$ cat config.mk
export PLATFORM = sky130hd
export DESIGN_NAME = rcq_ctrl
export DESIGN_NICKNAME = d
export VERILOG_FILES = /design/src/rtl/rcq_pkg.sv /design/src/rtl/rcq_ctrl.sv
export SDC_FILE = /design/constraint.sdc
export NUM_CORES = 1
export LEC_CHECK = 0
export BUFFER_PORTS_ARGS = -buffer_cell sky130_fd_sc_hd__buf_4
export CAP_MARGIN = 15
export CORE_AREA = 2 2 39 41
export CTS_BUF_LIST = sky130_fd_sc_hd__clkbuf_4 sky130_fd_sc_hd__clkbuf_8
export DETAILED_ROUTE_END_ITERATION = 10
export DIE_AREA = 0 0 41 43
export GPL_TIMING_DRIVEN = 0
export HOLD_SLACK_MARGIN = 0.03
export SLEW_MARGIN = 10
export SYNTH_ARGS = -nofsm -noshare
export SYNTH_HDL_FRONTEND = slang
export SYNTH_SLANG_ARGS = --single-unit
$ cat constraint.sdc
create_clock -name clk -period 1.3 [get_ports clk]
set_input_delay 0.325 -clock clk [delete_from_list [all_inputs] [get_ports clk]]
set_output_delay 0.325 -clock clk [all_outputs]
set_load 0.05 [all_outputs]
$ cat src/rtl/rcq_pkg.sv
`timescale 1ns / 1ps
// Shared constants and types for the rectangle collision query table.
// No dependencies; imported by every module of the block.
package rcq_pkg;

	localparam int SLOTS_DEF      = 64;
	localparam int NUM_TYPES_DEF  = 16;
	localparam int COORD_BITS_DEF = 16;

	localparam int SLOT_W = 6;
	localparam int TYPE_W = 4;
	localparam int MASK_W = 16;

	localparam logic CMD_WRITE = 1'b0;
	localparam logic CMD_QUERY = 1'b1;

	typedef struct packed {
		logic wr;
		logic ld;
		logic step;
		logic kill;
		logic fin;
	} dp_cmd_t;

	typedef struct packed {
		logic out_free;
		logic s1_match;
		logic s1_end;
		logic s1_vld;
		logic only_first;
	} dp_sts_t;

endpackage

$ cat src/rtl/rcq_ctrl.sv
`timescale 1ns / 1ps
// Controller of the rectangle collision query table: request handshake and scan sequencing.
// Depends on rcq_pkg; drives rcq_datapath through dp_cmd_t, reads dp_sts_t.
module rcq_ctrl (
	input  logic             clk,
	input  logic             arst_n,
	input  logic             req_valid,
	output logic             req_ready,
	input  logic             command,
	input  rcq_pkg::dp_sts_t sts,
	output rcq_pkg::dp_cmd_t cmd
);
	import rcq_pkg::*;

	typedef enum logic [1:0] {ST_IDLE, ST_SCAN, ST_FLUSH} state_t;

	state_t state_q;
	logic   ready_q;

	assign req_ready = ready_q;

	always_comb begin
		cmd = '0;
		case (state_q)
			ST_IDLE: begin
				cmd.wr = req_valid && ready_q && (command == CMD_WRITE);
				cmd.ld = req_valid && ready_q && (command == CMD_QUERY);
			end
			ST_SCAN: begin
				cmd.step = sts.out_free;
				cmd.kill = sts.out_free && sts.s1_match && sts.only_first;
			end
			ST_FLUSH: begin
				cmd.fin = sts.out_free;
			end
			default: begin
				cmd = '0;
			end
		endcase
	end

	always_ff @(posedge clk or negedge arst_n) begin
		if (!arst_n) begin
			state_q <= ST_IDLE;
			ready_q <= 1'b1;
		end else begin
			case (state_q)
				ST_IDLE: begin
					if (cmd.ld) begin
						state_q <= ST_SCAN;
						ready_q <= 1'b0;
					end
				end
				ST_SCAN: begin
					if (cmd.kill) begin
						state_q <= ST_IDLE;
						ready_q <= 1'b1;
					end else if (cmd.step && sts.s1_vld && sts.s1_end) begin
						state_q <= ST_FLUSH;
					end
				end
				ST_FLUSH: begin
					if (cmd.fin) begin
						state_q <= ST_IDLE;
						ready_q <= 1'b1;
					end
				end
				default: begin
					state_q <= ST_IDLE;
					ready_q <= 1'b1;
				end
			endcase
		end
	end

endmodule

# [Word-level counts from Yosys, hierarchy flattened]
# Cells that the tools add are included.
[word_totals] register_bits=3 input_bits=9 out_inout_bits=6 word_cells=31
[classes] n_eq_ne=6 mux=12 bitwise=1 reduce_logical=10
[ops] cell="$mux 2" count=6
[ops] cell="$logic_and 1x1->1" count=7
[ops] cell="$ne 2x2->1 const B" count=3
[ops] cell="$pmux 2 s3" count=1
[ops] cell="$reduce_and 3->1" count=2
[ops] cell="$mux 1" count=4
[ops] cell="$ne 3x3->1 const B" count=1
[ops] cell="$pmux 1 s3" count=1
[ops] cell="$eq 2x1->1 const B" count=1
[ops] cell="$eq 2x2->1 const B" count=1
[ops] cell="$logic_not 2->1" count=1
[ops] cell="$not 1->1" count=1

# [Longest topological paths before layout]
[depth] depth_word=8 depth_mapped=3 ltp_nobuf=3

# [Worst setup path after synthesis]
# Ideal clock, no wire load.
[synth_timing] path_kind="register to output" from="register state_q[1]" to="output port cmd[1] (netlist name)" arrival_time_ps=1401 required_time_ps=975 path_slack_ps=-426 stages_incl_launch_ff=4 path_buffers=0 path_cell_list="dfrtp_1 > nand2b_1 > or2_4 > nor2_1"
[synth_rtl] element="start: declaration" line_no="rcq_ctrl.sv:17" source="state_t state_q;"
[synth_rtl] element="start signal: assignment" line_no="rcq_ctrl.sv:44" source="state_q <= ST_IDLE;"
[synth_rtl] element="start signal: assignment" line_no="rcq_ctrl.sv:50" source="state_q <= ST_SCAN;"
[synth_rtl] element="start signal: assignment" line_no="rcq_ctrl.sv:56" source="state_q <= ST_IDLE;"
[synth_rtl] element="end: declaration" line_no="rcq_ctrl.sv:11" source="output rcq_pkg::dp_cmd_t cmd"

==> metrics.cfg <==
[grt]
grt_usage=0.0926
grt_max_degree=5
grt_pass1_wl_um=972
grt_pass1_vias=237
overflow=0
antenna_found_initial=0

[logic_synthesis]
yosys_warnings=0
postSynthAreaPerCell_um2=8.43
seq_area_frac_synth=0.394
ys_seq_elements=3
synthCells=23
syn-cell-area_um2=194
syn_nets=32
yosys.cell_types.count=17

[setup_path]
end_kind=primary output
critPathMaxFanout=3
rr_startpoint=state_q[0]
start_kind=flip-flop
critPathKind=flip-flop to primary output
arrival_ns=1.26
r2r_cells=4
rrSetupSlack_ns=0.18
timing.rr.end=req_ready
cp_data_required_time_ns=0.98

[floorplan]
die_area_mm2=0.00176
die_w_um=41
row_count=14
die_h_um=43
core_mm2=0.00138
ios=15
initial_core_util=0.140

[pwr]
pwr-share-clk=0.226
combPwrFrac=0.548
internal_power_uw=497
power_uw=830
power_density_mw_per_mm2=1760
vdd_ir_drop_max_uv=656
p_switching_uw=333
p_seq_frac=0.226
leakagePower_nw=0.209
swShare=0.402

[cts]
cts_buffers=3
cts_sinks=3
h-tree-depth=1
clockBufferDepth=2
cts_root_buffer=clkbuf_4
clock_latency_ns=0.24
tritoncts=done
clk_pin_slew_ns=0.04

[run]
drv_cap=0

[placed_design]
dpl_worst_slack_ns=-0.0877
port_buffers=14
gp_congestion=0.700
hpwl_um=405

[route]
drcViolationCount=0
firstDrtPassIters=4
via_per_inst=4.24
routedWlPerCell_um=8.98
drt-total-wl_um=566
vias=267
drtIter0Drc=5
drtAntennaViolNets=0

[layout]
fin_nets=57
area_delta_synth_final_pct=143
diodes=0
mostFrequentLayoutCells=13 x buf_4, 5 x buf_8, 4 x clkbuf_4
drive_above_1_share=0.723
final_common_cell=buf_4

[timing]
drv_slew=0
tightest_slew_ns=0.156
relSlewSlack=0.895
hold_viol=0
setup_ws_ns=-0.285
rsz0062_at_grt=yes
setup_viol=5
min_period_ns=1.59
fmax_ghz=0.631
final.setup_skew_ns=0.00482
fin_crit_sh=1.22
setup-tns-final_ns=-1.22

[min_path]
hold_path_class=input port to flip-flop
hold_depth=2
hp-start=sts[4]
whs_endpoint=state_q[1]

[run_status]
violations=setup timing
outcome=finished, violations left

flip-flops by register name, indices dropped and copies added, names as in the netlist:
register and cells:
req_ready 1, state_q 2
layout make-up:
type | instances | area (um^2)
Timing Repair Buffer | 20 | 194
Sequential cell | 3 | 77.6
Inverter | 3 | 17.5
Clock buffer | 4 | 30.0
Tap cell | 16 | 20.0
Multi-Input combinational cell | 17 | 133
Fill cell | 148 | 912
worst max-delay path by stage:
| stage | from | end | cells past startpoint |
|---|---|---|---|
| 6_report | state_q[1] | cmd[1] | 4 |
| 5_1_grt | state_q[1] | cmd[1] | 4 |
| 4_1_cts | state_q[1] | cmd[1] | 4 |
| 3_5_place_dp | state_q[1] | cmd[1] | 4 |
| 3_3_place_gp | state_q[1] | cmd[1] | 4 |
| 2_1_floorplan | req_ready | cmd[3] | 2 |
worst max-delay path: stages (launching register included):
cell      delay [ns]
dfrtp_1         0.38
nand2b_4        0.14
or2_4           0.25
nor2_4          0.09
buf_8           0.15
synthesized netlist by cell type (all sizes together):
library cell / n / share of area
a21boi: 1 / 0.039
nand4: 1 / 0.032
a41oi: 1 / 0.045
nand2: 2 / 0.039
dfrtp: 2 / 0.26
or2: 1 / 0.045
and4b: 1 / 0.052
inv: 3 / 0.058
or2b: 1 / 0.039
nor2: 3 / 0.058
o22ai: 1 / 0.065
nand3: 1 / 0.026
dfstp: 1 / 0.14
a21oi: 1 / 0.026
nand2b: 1 / 0.032
o21ai: 2 / 0.052
routing by layer:
| metal | GRT usage | vias to the layer above | share of wire |
|---|---|---|---|
| met3 | 0.0681 | 0 | 0.13 |
| met5 | 0 | - | 0 |
| met4 | 0.100 | 0 | 0 |
| met2 | 0.109 | 17 | 0.51 |
| li1 | - | 131 | - |
| met1 | 0.0939 | 119 | 0.36 |
power groups by stage:
stage | Combinational [mW] | Sequential, mW | Clock [mW]
floorplan | 0.186 | 0.225 | 0
global placement | 0.336 | 0.175 | 0
detailed placement | 0.336 | 0.174 | 0
CTS | 0.437 | 0.181 | 0.199
global route | 0.479 | 0.196 | 0.218
finish | 0.455 | 0.187 | 0.188
through the flow:
step                      hold WS [ns]   util  cell area [um^2]  std cells
after detailed placement         0.115  0.249               344         53
after global routing             0.308  0.341               472         63
after floorplan                 0.0294      -               219         23
after global placement           0.115  0.249               344         53
final                            0.323  0.341               472         63
after CTS                        0.316  0.329               455         62
logic make-up (layout without fill, tap and decap cells):
family | count (synthesis) | count (layout) | share of synthesized area
AO/OA/AOI/OAI | 6 | 6 | 0.226
buffers and inverters | 3 | 27 | 0.0581
flip-flops | 3 | 3 | 0.394
AND/OR/NAND/NOR | 11 | 11 | 0.323
what timing repair did:
item                       CTS  global route
setup endpoints to repair    6             6
buffers inserted             4             1
pin swaps                    1             1
hold buffers                 1             0
hold endpoints to repair     3             0
cloned                       0             0
gates resized for setup     10             3
Power figures use the tool's default switching activity.
