File: config.mk
export PLATFORM = sky130hd
export DESIGN_NAME = rcq_datapath
export DESIGN_NICKNAME = d
export VERILOG_FILES = /design/src/rtl/rcq_pkg.sv /design/src/rtl/rcq_datapath.sv
export SDC_FILE = /design/constraint.sdc
export NUM_CORES = 2
export LEC_CHECK = 0
export ABC_AREA = 1
export BUFFER_PORTS_ARGS = -buffer_cell sky130_fd_sc_hd__buf_2
export CELL_PAD_IN_SITES_DETAIL_PLACEMENT = 1
export CELL_PAD_IN_SITES_GLOBAL_PLACEMENT = 1
export CORE_MARGIN = 2
export CORE_UTILIZATION = 45
export CTS_CLUSTER_DIAMETER = 80
export CTS_CLUSTER_SIZE = 24
export DETAILED_ROUTE_END_ITERATION = 8
export PLACE_DENSITY = 0.7
export SLEW_MARGIN = 20
export SYNTH_ARGS = -nofsm -noshare
export SYNTH_HDL_FRONTEND = slang
export SYNTH_MEMORY_MAX_BITS = 65536
export SYNTH_SLANG_ARGS = --single-unit
File: constraint.sdc
create_clock -name clk -period 6.6 [get_ports clk]
set_input_delay 1.32 -clock clk [delete_from_list [all_inputs] [get_ports clk]]
set_output_delay 1.32 -clock clk [all_outputs]
set_load 0.02 [all_outputs]
File: src/rtl/rcq_pkg.sv
`timescale 1ns / 1ps
// Shared constants and types for the rectangle collision query table.
// No dependencies; imported by every module of the block.
package rcq_pkg;

	localparam int SLOTS_DEF      = 64;
	localparam int NUM_TYPES_DEF  = 16;
	localparam int COORD_BITS_DEF = 16;

	localparam int SLOT_W = 6;
	localparam int TYPE_W = 4;
	localparam int MASK_W = 16;

	localparam logic CMD_WRITE = 1'b0;
	localparam logic CMD_QUERY = 1'b1;

	typedef struct packed {
		logic wr;
		logic ld;
		logic step;
		logic kill;
		logic fin;
	} dp_cmd_t;

	typedef struct packed {
		logic out_free;
		logic s1_match;
		logic s1_end;
		logic s1_vld;
		logic only_first;
	} dp_sts_t;

endpackage

File: src/rtl/rcq_datapath.sv
`timescale 1ns / 1ps
// Datapath of the rectangle collision query table: entry memory, valid bits,
// scan pipeline, pending hit and result register. Depends on rcq_pkg.
module rcq_datapath #(
	parameter int SLOTS      = rcq_pkg::SLOTS_DEF,
	parameter int NUM_TYPES  = rcq_pkg::NUM_TYPES_DEF,
	parameter int COORD_BITS = rcq_pkg::COORD_BITS_DEF
) (
	input  logic                          clk,
	input  logic                          arst_n,
	input  rcq_pkg::dp_cmd_t              cmd,
	output rcq_pkg::dp_sts_t              sts,
	input  logic [rcq_pkg::SLOT_W-1:0]    slot,
	input  logic                          valid_req,
	input  logic signed [COORD_BITS-1:0]  rect_x,
	input  logic signed [COORD_BITS-1:0]  rect_y,
	input  logic signed [COORD_BITS-1:0]  rect_w,
	input  logic signed [COORD_BITS-1:0]  rect_h,
	input  logic [rcq_pkg::TYPE_W-1:0]    obj_type,
	input  logic [rcq_pkg::MASK_W-1:0]    type_mask,
	input  logic                          only_first,
	input  logic                          skip_self,
	output logic                          rsp_valid,
	input  logic                          rsp_ready,
	output logic                          hit,
	output logic [rcq_pkg::SLOT_W-1:0]    hit_slot,
	output logic [rcq_pkg::TYPE_W-1:0]    hit_type,
	output logic                          last
);
	import rcq_pkg::*;

	localparam int IW = $clog2(SLOTS);
	localparam int EW = COORD_BITS + 1;
	localparam logic [IW-1:0] LAST_IDX = IW'(SLOTS - 1);

	typedef struct packed {
		logic [COORD_BITS-1:0] x;
		logic [COORD_BITS-1:0] y;
		logic [EW-1:0]         xe;
		logic [EW-1:0]         ye;
		logic                  ne;
		logic [TYPE_W-1:0]     ty;
	} entry_t;

	entry_t            mem [SLOTS];
	logic [SLOTS-1:0]  vbits_q;

	entry_t            new_e;
	logic              in_range;
	logic [IW-1:0]     wr_idx;

	entry_t            qry_q;
	logic [MASK_W-1:0] mask_q;
	logic              only_first_q;
	logic              skip_q;
	logic [SLOT_W-1:0] self_q;

	logic [IW-1:0]     addr_q;
	logic              issued_q;
	logic              issue;

	entry_t            rd_s1;
	logic              vbit_s1;
	logic [IW-1:0]     idx_s1;
	logic              vld_s1;

	logic              pend_vld_q;
	logic [SLOT_W-1:0] pend_slot_q;
	logic [TYPE_W-1:0] pend_type_q;

	logic              out_valid_q;
	logic              hit_q;
	logic [SLOT_W-1:0] hit_slot_q;
	logic [TYPE_W-1:0] hit_type_q;
	logic              last_q;

	logic signed [EW-1:0] qx_w, qy_w, qxe_w, qye_w, ex_w, ey_w, exe_w, eye_w;
	logic              meet;
	logic              type_ok;
	logic              is_self;
	logic              match;
	logic              out_free;
	logic              load_out;

	always_comb begin
		new_e.x  = rect_x;
		new_e.y  = rect_y;
		new_e.xe = EW'(rect_x) + EW'(rect_w);
		new_e.ye = EW'(rect_y) + EW'(rect_h);
		new_e.ne = (rect_w > 0) && (rect_h > 0);
		new_e.ty = obj_type;
	end

	assign in_range = 32'(slot) < SLOTS;
	assign wr_idx   = IW'(slot);

	assign qx_w  = EW'($signed(qry_q.x));
	assign qy_w  = EW'($signed(qry_q.y));
	assign qxe_w = $signed(qry_q.xe);
	assign qye_w = $signed(qry_q.ye);
	assign ex_w  = EW'($signed(rd_s1.x));
	assign ey_w  = EW'($signed(rd_s1.y));
	assign exe_w = $signed(rd_s1.xe);
	assign eye_w = $signed(rd_s1.ye);

	assign meet    = qry_q.ne && rd_s1.ne && (qx_w < exe_w) && (ex_w < qxe_w)
		&& (qy_w < eye_w) && (ey_w < qye_w);
	assign type_ok = (32'(rd_s1.ty) < NUM_TYPES) && mask_q[rd_s1.ty];
	assign is_self = skip_q && (32'(idx_s1) == 32'(self_q));
	assign match   = vld_s1 && vbit_s1 && !is_self && meet && type_ok;

	assign issue    = !issued_q && !cmd.kill;
	assign out_free = !out_valid_q || rsp_ready;
	assign load_out = cmd.fin || (cmd.step && match && (only_first_q || pend_vld_q));

	always_comb begin
		sts.out_free   = out_free;
		sts.s1_match   = match;
		sts.s1_end     = (idx_s1 == LAST_IDX);
		sts.s1_vld     = vld_s1;
		sts.only_first = only_first_q;
	end

	assign rsp_valid = out_valid_q;
	assign hit       = hit_q;
	assign hit_slot  = hit_slot_q;
	assign hit_type  = hit_type_q;
	assign last      = last_q;

	always_ff @(posedge clk) begin
		if (cmd.wr && in_range && valid_req) begin
			mem[wr_idx] <= new_e;
		end
		if (cmd.step && issue) begin
			rd_s1 <= mem[addr_q];
		end
	end

	always_ff @(posedge clk or negedge arst_n) begin
		if (!arst_n) begin
			vbits_q     <= '0;
			addr_q      <= '0;
			issued_q    <= 1'b0;
			vld_s1      <= 1'b0;
			pend_vld_q  <= 1'b0;
			out_valid_q <= 1'b0;
		end else begin
			if (cmd.wr && in_range) begin
				vbits_q[wr_idx] <= valid_req;
			end
			if (cmd.ld) begin
				addr_q     <= '0;
				issued_q   <= 1'b0;
				vld_s1     <= 1'b0;
				pend_vld_q <= 1'b0;
			end else if (cmd.step) begin
				vld_s1 <= issue;
				if (issue) begin
					if (addr_q == LAST_IDX) begin
						issued_q <= 1'b1;
					end else begin
						addr_q <= addr_q + IW'(1);
					end
				end
				if (match && !only_first_q) begin
					pend_vld_q <= 1'b1;
				end
			end
			if (load_out) begin
				out_valid_q <= 1'b1;
			end else if (rsp_ready) begin
				out_valid_q <= 1'b0;
			end
		end
	end

	always_ff @(posedge clk) begin
		if (cmd.ld) begin
			qry_q        <= new_e;
			mask_q       <= type_mask;
			only_first_q <= only_first;
			skip_q       <= skip_self;
			self_q       <= slot;
		end
		if (cmd.step && issue) begin
			vbit_s1 <= vbits_q[addr_q];
			idx_s1  <= addr_q;
		end
		if (cmd.step && match) begin
			pend_slot_q <= SLOT_W'(idx_s1);
			pend_type_q <= rd_s1.ty;
		end
		if (cmd.fin) begin
			hit_q      <= pend_vld_q;
			hit_slot_q <= pend_vld_q ? pend_slot_q : '0;
			hit_type_q <= pend_vld_q ? pend_type_q : '0;
			last_q     <= 1'b1;
		end else if (cmd.step && match && only_first_q) begin
			hit_q      <= 1'b1;
			hit_slot_q <= SLOT_W'(idx_s1);
			hit_type_q <= rd_s1.ty;
			last_q     <= 1'b1;
		end else if (cmd.step && match && pend_vld_q) begin
			hit_q      <= 1'b1;
			hit_slot_q <= pend_slot_q;
			hit_type_q <= pend_type_q;
			last_q     <= 1'b0;
		end
	end

endmodule

; ---- Word-level counts from Yosys, hierarchy flattened
; Memory sizes are Yosys's and may differ from the RTL's. A register that Yosys moved wholly into a read port is not among the register bits.
; Cells that the tools add are included.
[totals]
elab_cells = 114
n_memories = 1
reg_bits = 194
mem_bits_rw = 4544
[memory_table]
columns = name, words, width, rd, rd_ports_with_merged_regs, wr, line
row1 = mem, 64, 71, 1, 1, 1, rcq_datapath.sv:45  ; entry_t mem [SLOTS];
[classes]
n_eq_ne = 4
addsub = 3
magnitude_cmp = 10
n_mux = 35
n_reduce_logical = 38
[op_table]
columns = op, n
row1 = 16-bit by 17-bit less-than comparator with 1-bit output, 4
row2 = 64-bit bitwise mux, 1
row3 = 6-bit two-way mux, 8
row4 = 16-bit by 16-bit adder with 17-bit output, 2
row5 = 16-bit by 1-bit > comparator with 1-bit output (second input constant), 2
row6 = 1-bit logical AND, 20
row7 = 1-bit two-way mux, 19
row8 = 4-bit two-way mux, 4
row9 = 6-bit by 7-bit less-than comparator with 1-bit output (second input constant), 2
row10 = 6-bit == test (second input constant), 2
row11 = 2-bit nonzero test, 5
row12 = 6-bit by 1-bit adder with 6-bit output (second input constant), 1
row13 = 1-bit binary-select mux with 6-bit select, 1
row14 = 1-bit demux with 6-bit select, 1
row15 = 6-bit == test, 1
row16 = 6-bit by 1-bit >= comparator with 1-bit output (second input constant), 1
row17 = 3-bit AND reduction, 2
row18 = 1-bit zero test, 5
row19 = 4-bit by 5-bit less-than comparator with 1-bit output (second input constant), 1
row20 = 1-bit binary-select mux with 4-bit select, 1
row21 = 1-bit logical OR, 3
row22 = 3-bit nonzero test, 1
row23 = 2-bit != test (second input constant), 1
row24 = 2-bit AND reduction, 1
row25 = 2-bit OR reduction, 1

; ---- Depth between registers and ports, before layout
[depth]
ltp_word = 12
depth_mapped = 17
depth_no_buf = 17

; ---- Worst setup path after synthesis
; Ideal clock, no wire load.
[synth_timing]
path_type = input -> register
start = in cmd[1] (netlist bit)
end = reg addr_q[5]
setup_slack_ns = -1.642
t_arrival_ns = 8.116
path_stages = 5
required_time_ns = 6.474
cell_sequence = nor3_1 > inv_1 > nor2_1 > nand4_1 > o311a_1
[synth_via]
elab_chain_cells = 4
[synth_lines]
columns = item, line
row1 = start: declaration, rcq_datapath.sv:11  ; input rcq_pkg::dp_cmd_t cmd,
row2 = 1-bit zero test, rcq_datapath.sv:112  ; assign issue = !issued_q && !cmd.kill;
row3 = 1-bit logical AND, rcq_datapath.sv:112
row4 = 2-bit nonzero test (no source line), --
row5 = 3-bit AND reduction (no source line), --
row6 = end signal: assignment, rcq_datapath.sv:162  ; addr_q <= addr_q + IW'(1);
row7 = end: declaration, rcq_datapath.sv:58  ; logic [IW-1:0] addr_q;
; No other way between the ends.
; A chain may end at the register's enable or synchronous reset.

==> results by stage <==
GRT:
- The number of global-route vias before repair is 124000.
- The initial antenna violation count is 49.
- The largest net degree at the start of global routing is 207.
- The first global-routing pass estimated around 940000 µm of wire.
- The sum of overflow across all layers after global routing is 0.
- The overall routing resource usage is 31.0%.

Clock network:
- The clock insertion delay at the later pin of the skew report is around 1.1 ns.
- The number of sinks driven by the clock tree is 4809.
- The count of hold-fix buffers inserted at cts is 0.
- The clock tree root driver cell is sky130_fd_sc_hd__clkbuf_16.
- The TritonCTS clock tree is yes.
- The H-tree was split into 4 levels.
- The CTS clock-pin slew for the worst setup and hold paths is 0.10 ns.
- TritonCTS created 233 clock buffers.
- The number of buffers inserted by post-CTS setup repair is 0.
- The number of gates resized after cts is 0.
- The buffer depth of the longest clock path is 4.

Yosys:
- By count the netlist is led by 4734 x sky130_fd_sc_hd__edfxtp_1, 2430 x sky130_fd_sc_hd__nor2_1, 2354 x sky130_fd_sc_hd__o21ai_0.
- The post-synth net total is 14200.
- The count of state elements after synthesis is 4809.
- The synthesized netlist contains 49 unique library cells.
- The top cell type's share of synthesized area is 75.2%.
- The portion of the post-synthesis area used by sequential elements is between 70% and 80%.
- The top flip-flop cell by instance count after synthesis is sky130_fd_sc_hd__edfxtp_1.
- A synthesized cell averages about 14 µm².
- The number of warnings issued by yosys is 0.
- The number of enable-type register cells in the synthesized netlist is 4734.
- By area the synthesized netlist is led by sky130_fd_sc_hd__edfxtp_1 75%, sky130_fd_sc_hd__o21ai_0 6.2%, sky130_fd_sc_hd__nor2_1 4.8%.
- The leading cell type by number of instances after synthesis is sky130_fd_sc_hd__edfxtp_1.
- The summed instance area of the synthesized netlist is between 150000 and 200000 µm².
- The synthesized netlist cell count is 14000.
- Summed over all instances, the cell type with the most area after synthesis is sky130_fd_sc_hd__edfxtp_1.
- The share of flip-flops with an asynchronous set or reset after synthesis is 1.54%.

Run:
- The number of max-cap violations is 0.

STA:
- Timing would allow up to between 150 and 200 MHz.
- At the pin with the least slew margin, the transition time is around 1.2 ns.
- The worst-case setup margin in the final layout is 1.42 ns.
- Summed over all failing endpoints, the final setup total negative slack is 0 ns.
- Setup repair after global routing left no endpoint under its margin.
- The number of max-slew violations in the final report is 0.
- The worst path in the final design needs a cycle of 5.18 ns, including I/O delays and setup.
- The number of setup violations in the final report is 0.
- The clock tree skew after final layout is 0.0486 ns.
- The post-route clock period utilization is 78.5%.
- The total count of hold-check failures in the final report is 0.
- The headroom to the max-slew limit is between 10% and 20%.

Placed design:
- The last weighted congestion value of the routability-driven placer is 0.856.
- During placement, the flow inserted port buffers numbering 118.
- At the placement stage, the worst setup path has a slack of 0.877 ns.
- The half-perimeter wire length after placement is 366000 µm.
- In this run, placement finished with an instance count of 19000.

Die:
- Once the floorplan was initialized, standard cells occupied 45.3% of the core.
- The chip height is 652 µm.
- The floorplan has roughly 240 rows.
- The floorplan core area is 417000 µm².
- The floorplan die area is approximately 430000 µm².
- The width of the chip is roughly 650 µm.
- For this design the top-level I/O count stands at 119.

Power:
- Summing internal, switching and leakage power gives 0.0562 W.
- The areal power density over the cells is 274 nW/µm².
- VDD sags by at most around 0.26 mV.
- For this design the static power due to leakage is ~64 nW.

Route:
- The final wirelength is 674000 µm.
- Dividing the detail-routed wire length by the instance count gives 34.8 µm.
- The first-pass iteration count of the detailed router is 6.
- The number of remaining DRC errors is 0.
- After the first detailed-routing iteration, the DRC count stood at 18600.
- The via density per instance is 6.53.
- The final antenna-violating net count is 0.
- The detailed router placed 126000 vias in this run.

Layout:
- The share of cells above drive strength 1 is 6.70%.
- The post-layout instance count excluding filler cells is 19400.
- The number of nets in the final layout is between 10000 and 15000.
- From synthesis to final layout, the design area changed by 8.40%.

Critical path:
- The slowest stage of the critical path belongs to the cell sky130_fd_sc_hd__nand2_1.
- STA classifies the critical path endpoint as an output port.
- The cell type with the highest occurrence count on the critical path is sky130_fd_sc_hd__nand2_1.
- The top fanout value on the critical path is 2.
- The required time at the endpoint of the critical path is 5.28 ns.
- The category of the most critical setup path is reg2out.
- Traced cell by cell, the critical path runs through ha_1 -> nand2_1 -> inv_1 -> nand2_1 -> nand2_1 -> nand2_1 -> nand2_1 -> nor2_1 -> nand2_1 -> nand2_1 -> nor3b_1 -> nand4_1 -> inv_1 -> buf_2.
- The maximum cell stage delay along the critical path is 0.62 ns.
- For the worst setup path, the data arrival time is just under 4 ns.
- On the critical path the largest part of the delay comes from simple AND/OR/NAND/NOR gates.
- The number of buffer and inverter instances along the worst setup path is 3.
- STA classifies the critical path startpoint as a flip-flop.

Status:
- The run finished with clean final reports.

Worst hold path:
- The worst hold path belongs to the class in2async.
[cell families after synthesis]
kind of cell / Yosys count / synth area share [%]
compound gates: 3947 / 12.1
flops: 4809 / 76.2
simple gates: 3907 / 8.25
mux: 1 / 0.00530
fa+ha+maj: 99 / 0.664
xor+xnor: 30 / 0.139
buf+inv: 1171 / 2.62
[final cells by class]
class | instances | area (µm²)
fill | 40800 | 212000
multi-input combinational | 7984 | 41000
antenna | 39 | 97.6
timing repair buffer | 523 | 5360
clock inverter | 43 | 647
clock buffer | 271 | 6070
sequential | 4809 | 144000
inverter | 184 | 746
tap | 5497 | 6880
[metrics by stage]
step	instance area (µm²)	util (%)	hold WS [ns]
after floorplan	189000	-	0.420
after global placement	198000	47.4	0.431
after detailed placement	198000	47.4	0.440
after CTS	205000	49.1	0.128
after global routing	205000	49.1	0.160
final	205000	49.1	0.189
[cell usage in the layout (no fill, tap or decap), types with 172 or more instances in the layout]
cell type	instances
sky130_fd_sc_hd__inv_1	172
sky130_fd_sc_hd__o22ai_1	670
sky130_fd_sc_hd__nand2_1	847
sky130_fd_sc_hd__a21oi_1	189
sky130_fd_sc_hd__buf_4	270
sky130_fd_sc_hd__nor2_1	2369
sky130_fd_sc_hd__clkbuf_16	237
sky130_fd_sc_hd__nand3_1	519
sky130_fd_sc_hd__edfxtp_1	4734
sky130_fd_sc_hd__o21ai_0	2352
sky130_fd_sc_hd__o221ai_1	476
[final timing paths]
check | start | endpoint | slack (ns) | cells past startpoint
setup / recovery | ex_w[12] | sts[3] | 1.42 | 14
hold / removal | arst_n | addr_q[0] | 0.19 | 1
setup reg to reg | ex_w[8] | hit_slot[0] | 2.16 | 13
hold reg to reg | last | last | 0.45 | 2
max in group asynchronous | arst_n | vbits_q[58] | 5.19 | 2
min in group clk | last | last | 0.45 | 2
[worst reg2reg max path, cell delays in order, from the launching register on]
cell and delay [ns]:
sky130_fd_sc_hd__edfxtp_1 0.38, sky130_fd_sc_hd__ha_1 0.32, sky130_fd_sc_hd__nand2_1 0.08, sky130_fd_sc_hd__nor2_1 0.19
sky130_fd_sc_hd__nand3_1 0.10, sky130_fd_sc_hd__nor2_1 0.11, sky130_fd_sc_hd__nor2_1 0.08, sky130_fd_sc_hd__nand3b_1 0.59
sky130_fd_sc_hd__nand3_1 0.76, sky130_fd_sc_hd__nor3_2 0.47, sky130_fd_sc_hd__nand4_1 0.14, sky130_fd_sc_hd__nand2_1 0.35
sky130_fd_sc_hd__inv_1 0.14, sky130_fd_sc_hd__nand2_1 0.37
[power by group]
group,switching (W),internal [W]
registers,0.000110,0.0345
clock network,0.00982,0.00690
logic,0.00378,0.00108
total,0.0137,0.0425
[registers in the layout, indices dropped and copies added, names as in the netlist, 16 cells and up]
| signal | cells |
|---|---|
| mem | 4544 |
| vbits_q | 64 |
| qry_q | 33 |
| exe_w | 17 |
| eye_w | 17 |
| qxe_w | 17 |
| qye_w | 17 |
| ex_w | 16 |
| ey_w | 16 |
| mask_q | 16 |
[per-layer routing]
metal	up-vias	share of wire (%)	GRT usage [%]
met5	-	0.0046	0
met4	6	5.0	13.1
met3	1250	11	5.94
met2	7075	45	47.7
met1	66200	39	43.4
li1	51900	-	-
Power figures use the tool's default switching activity.
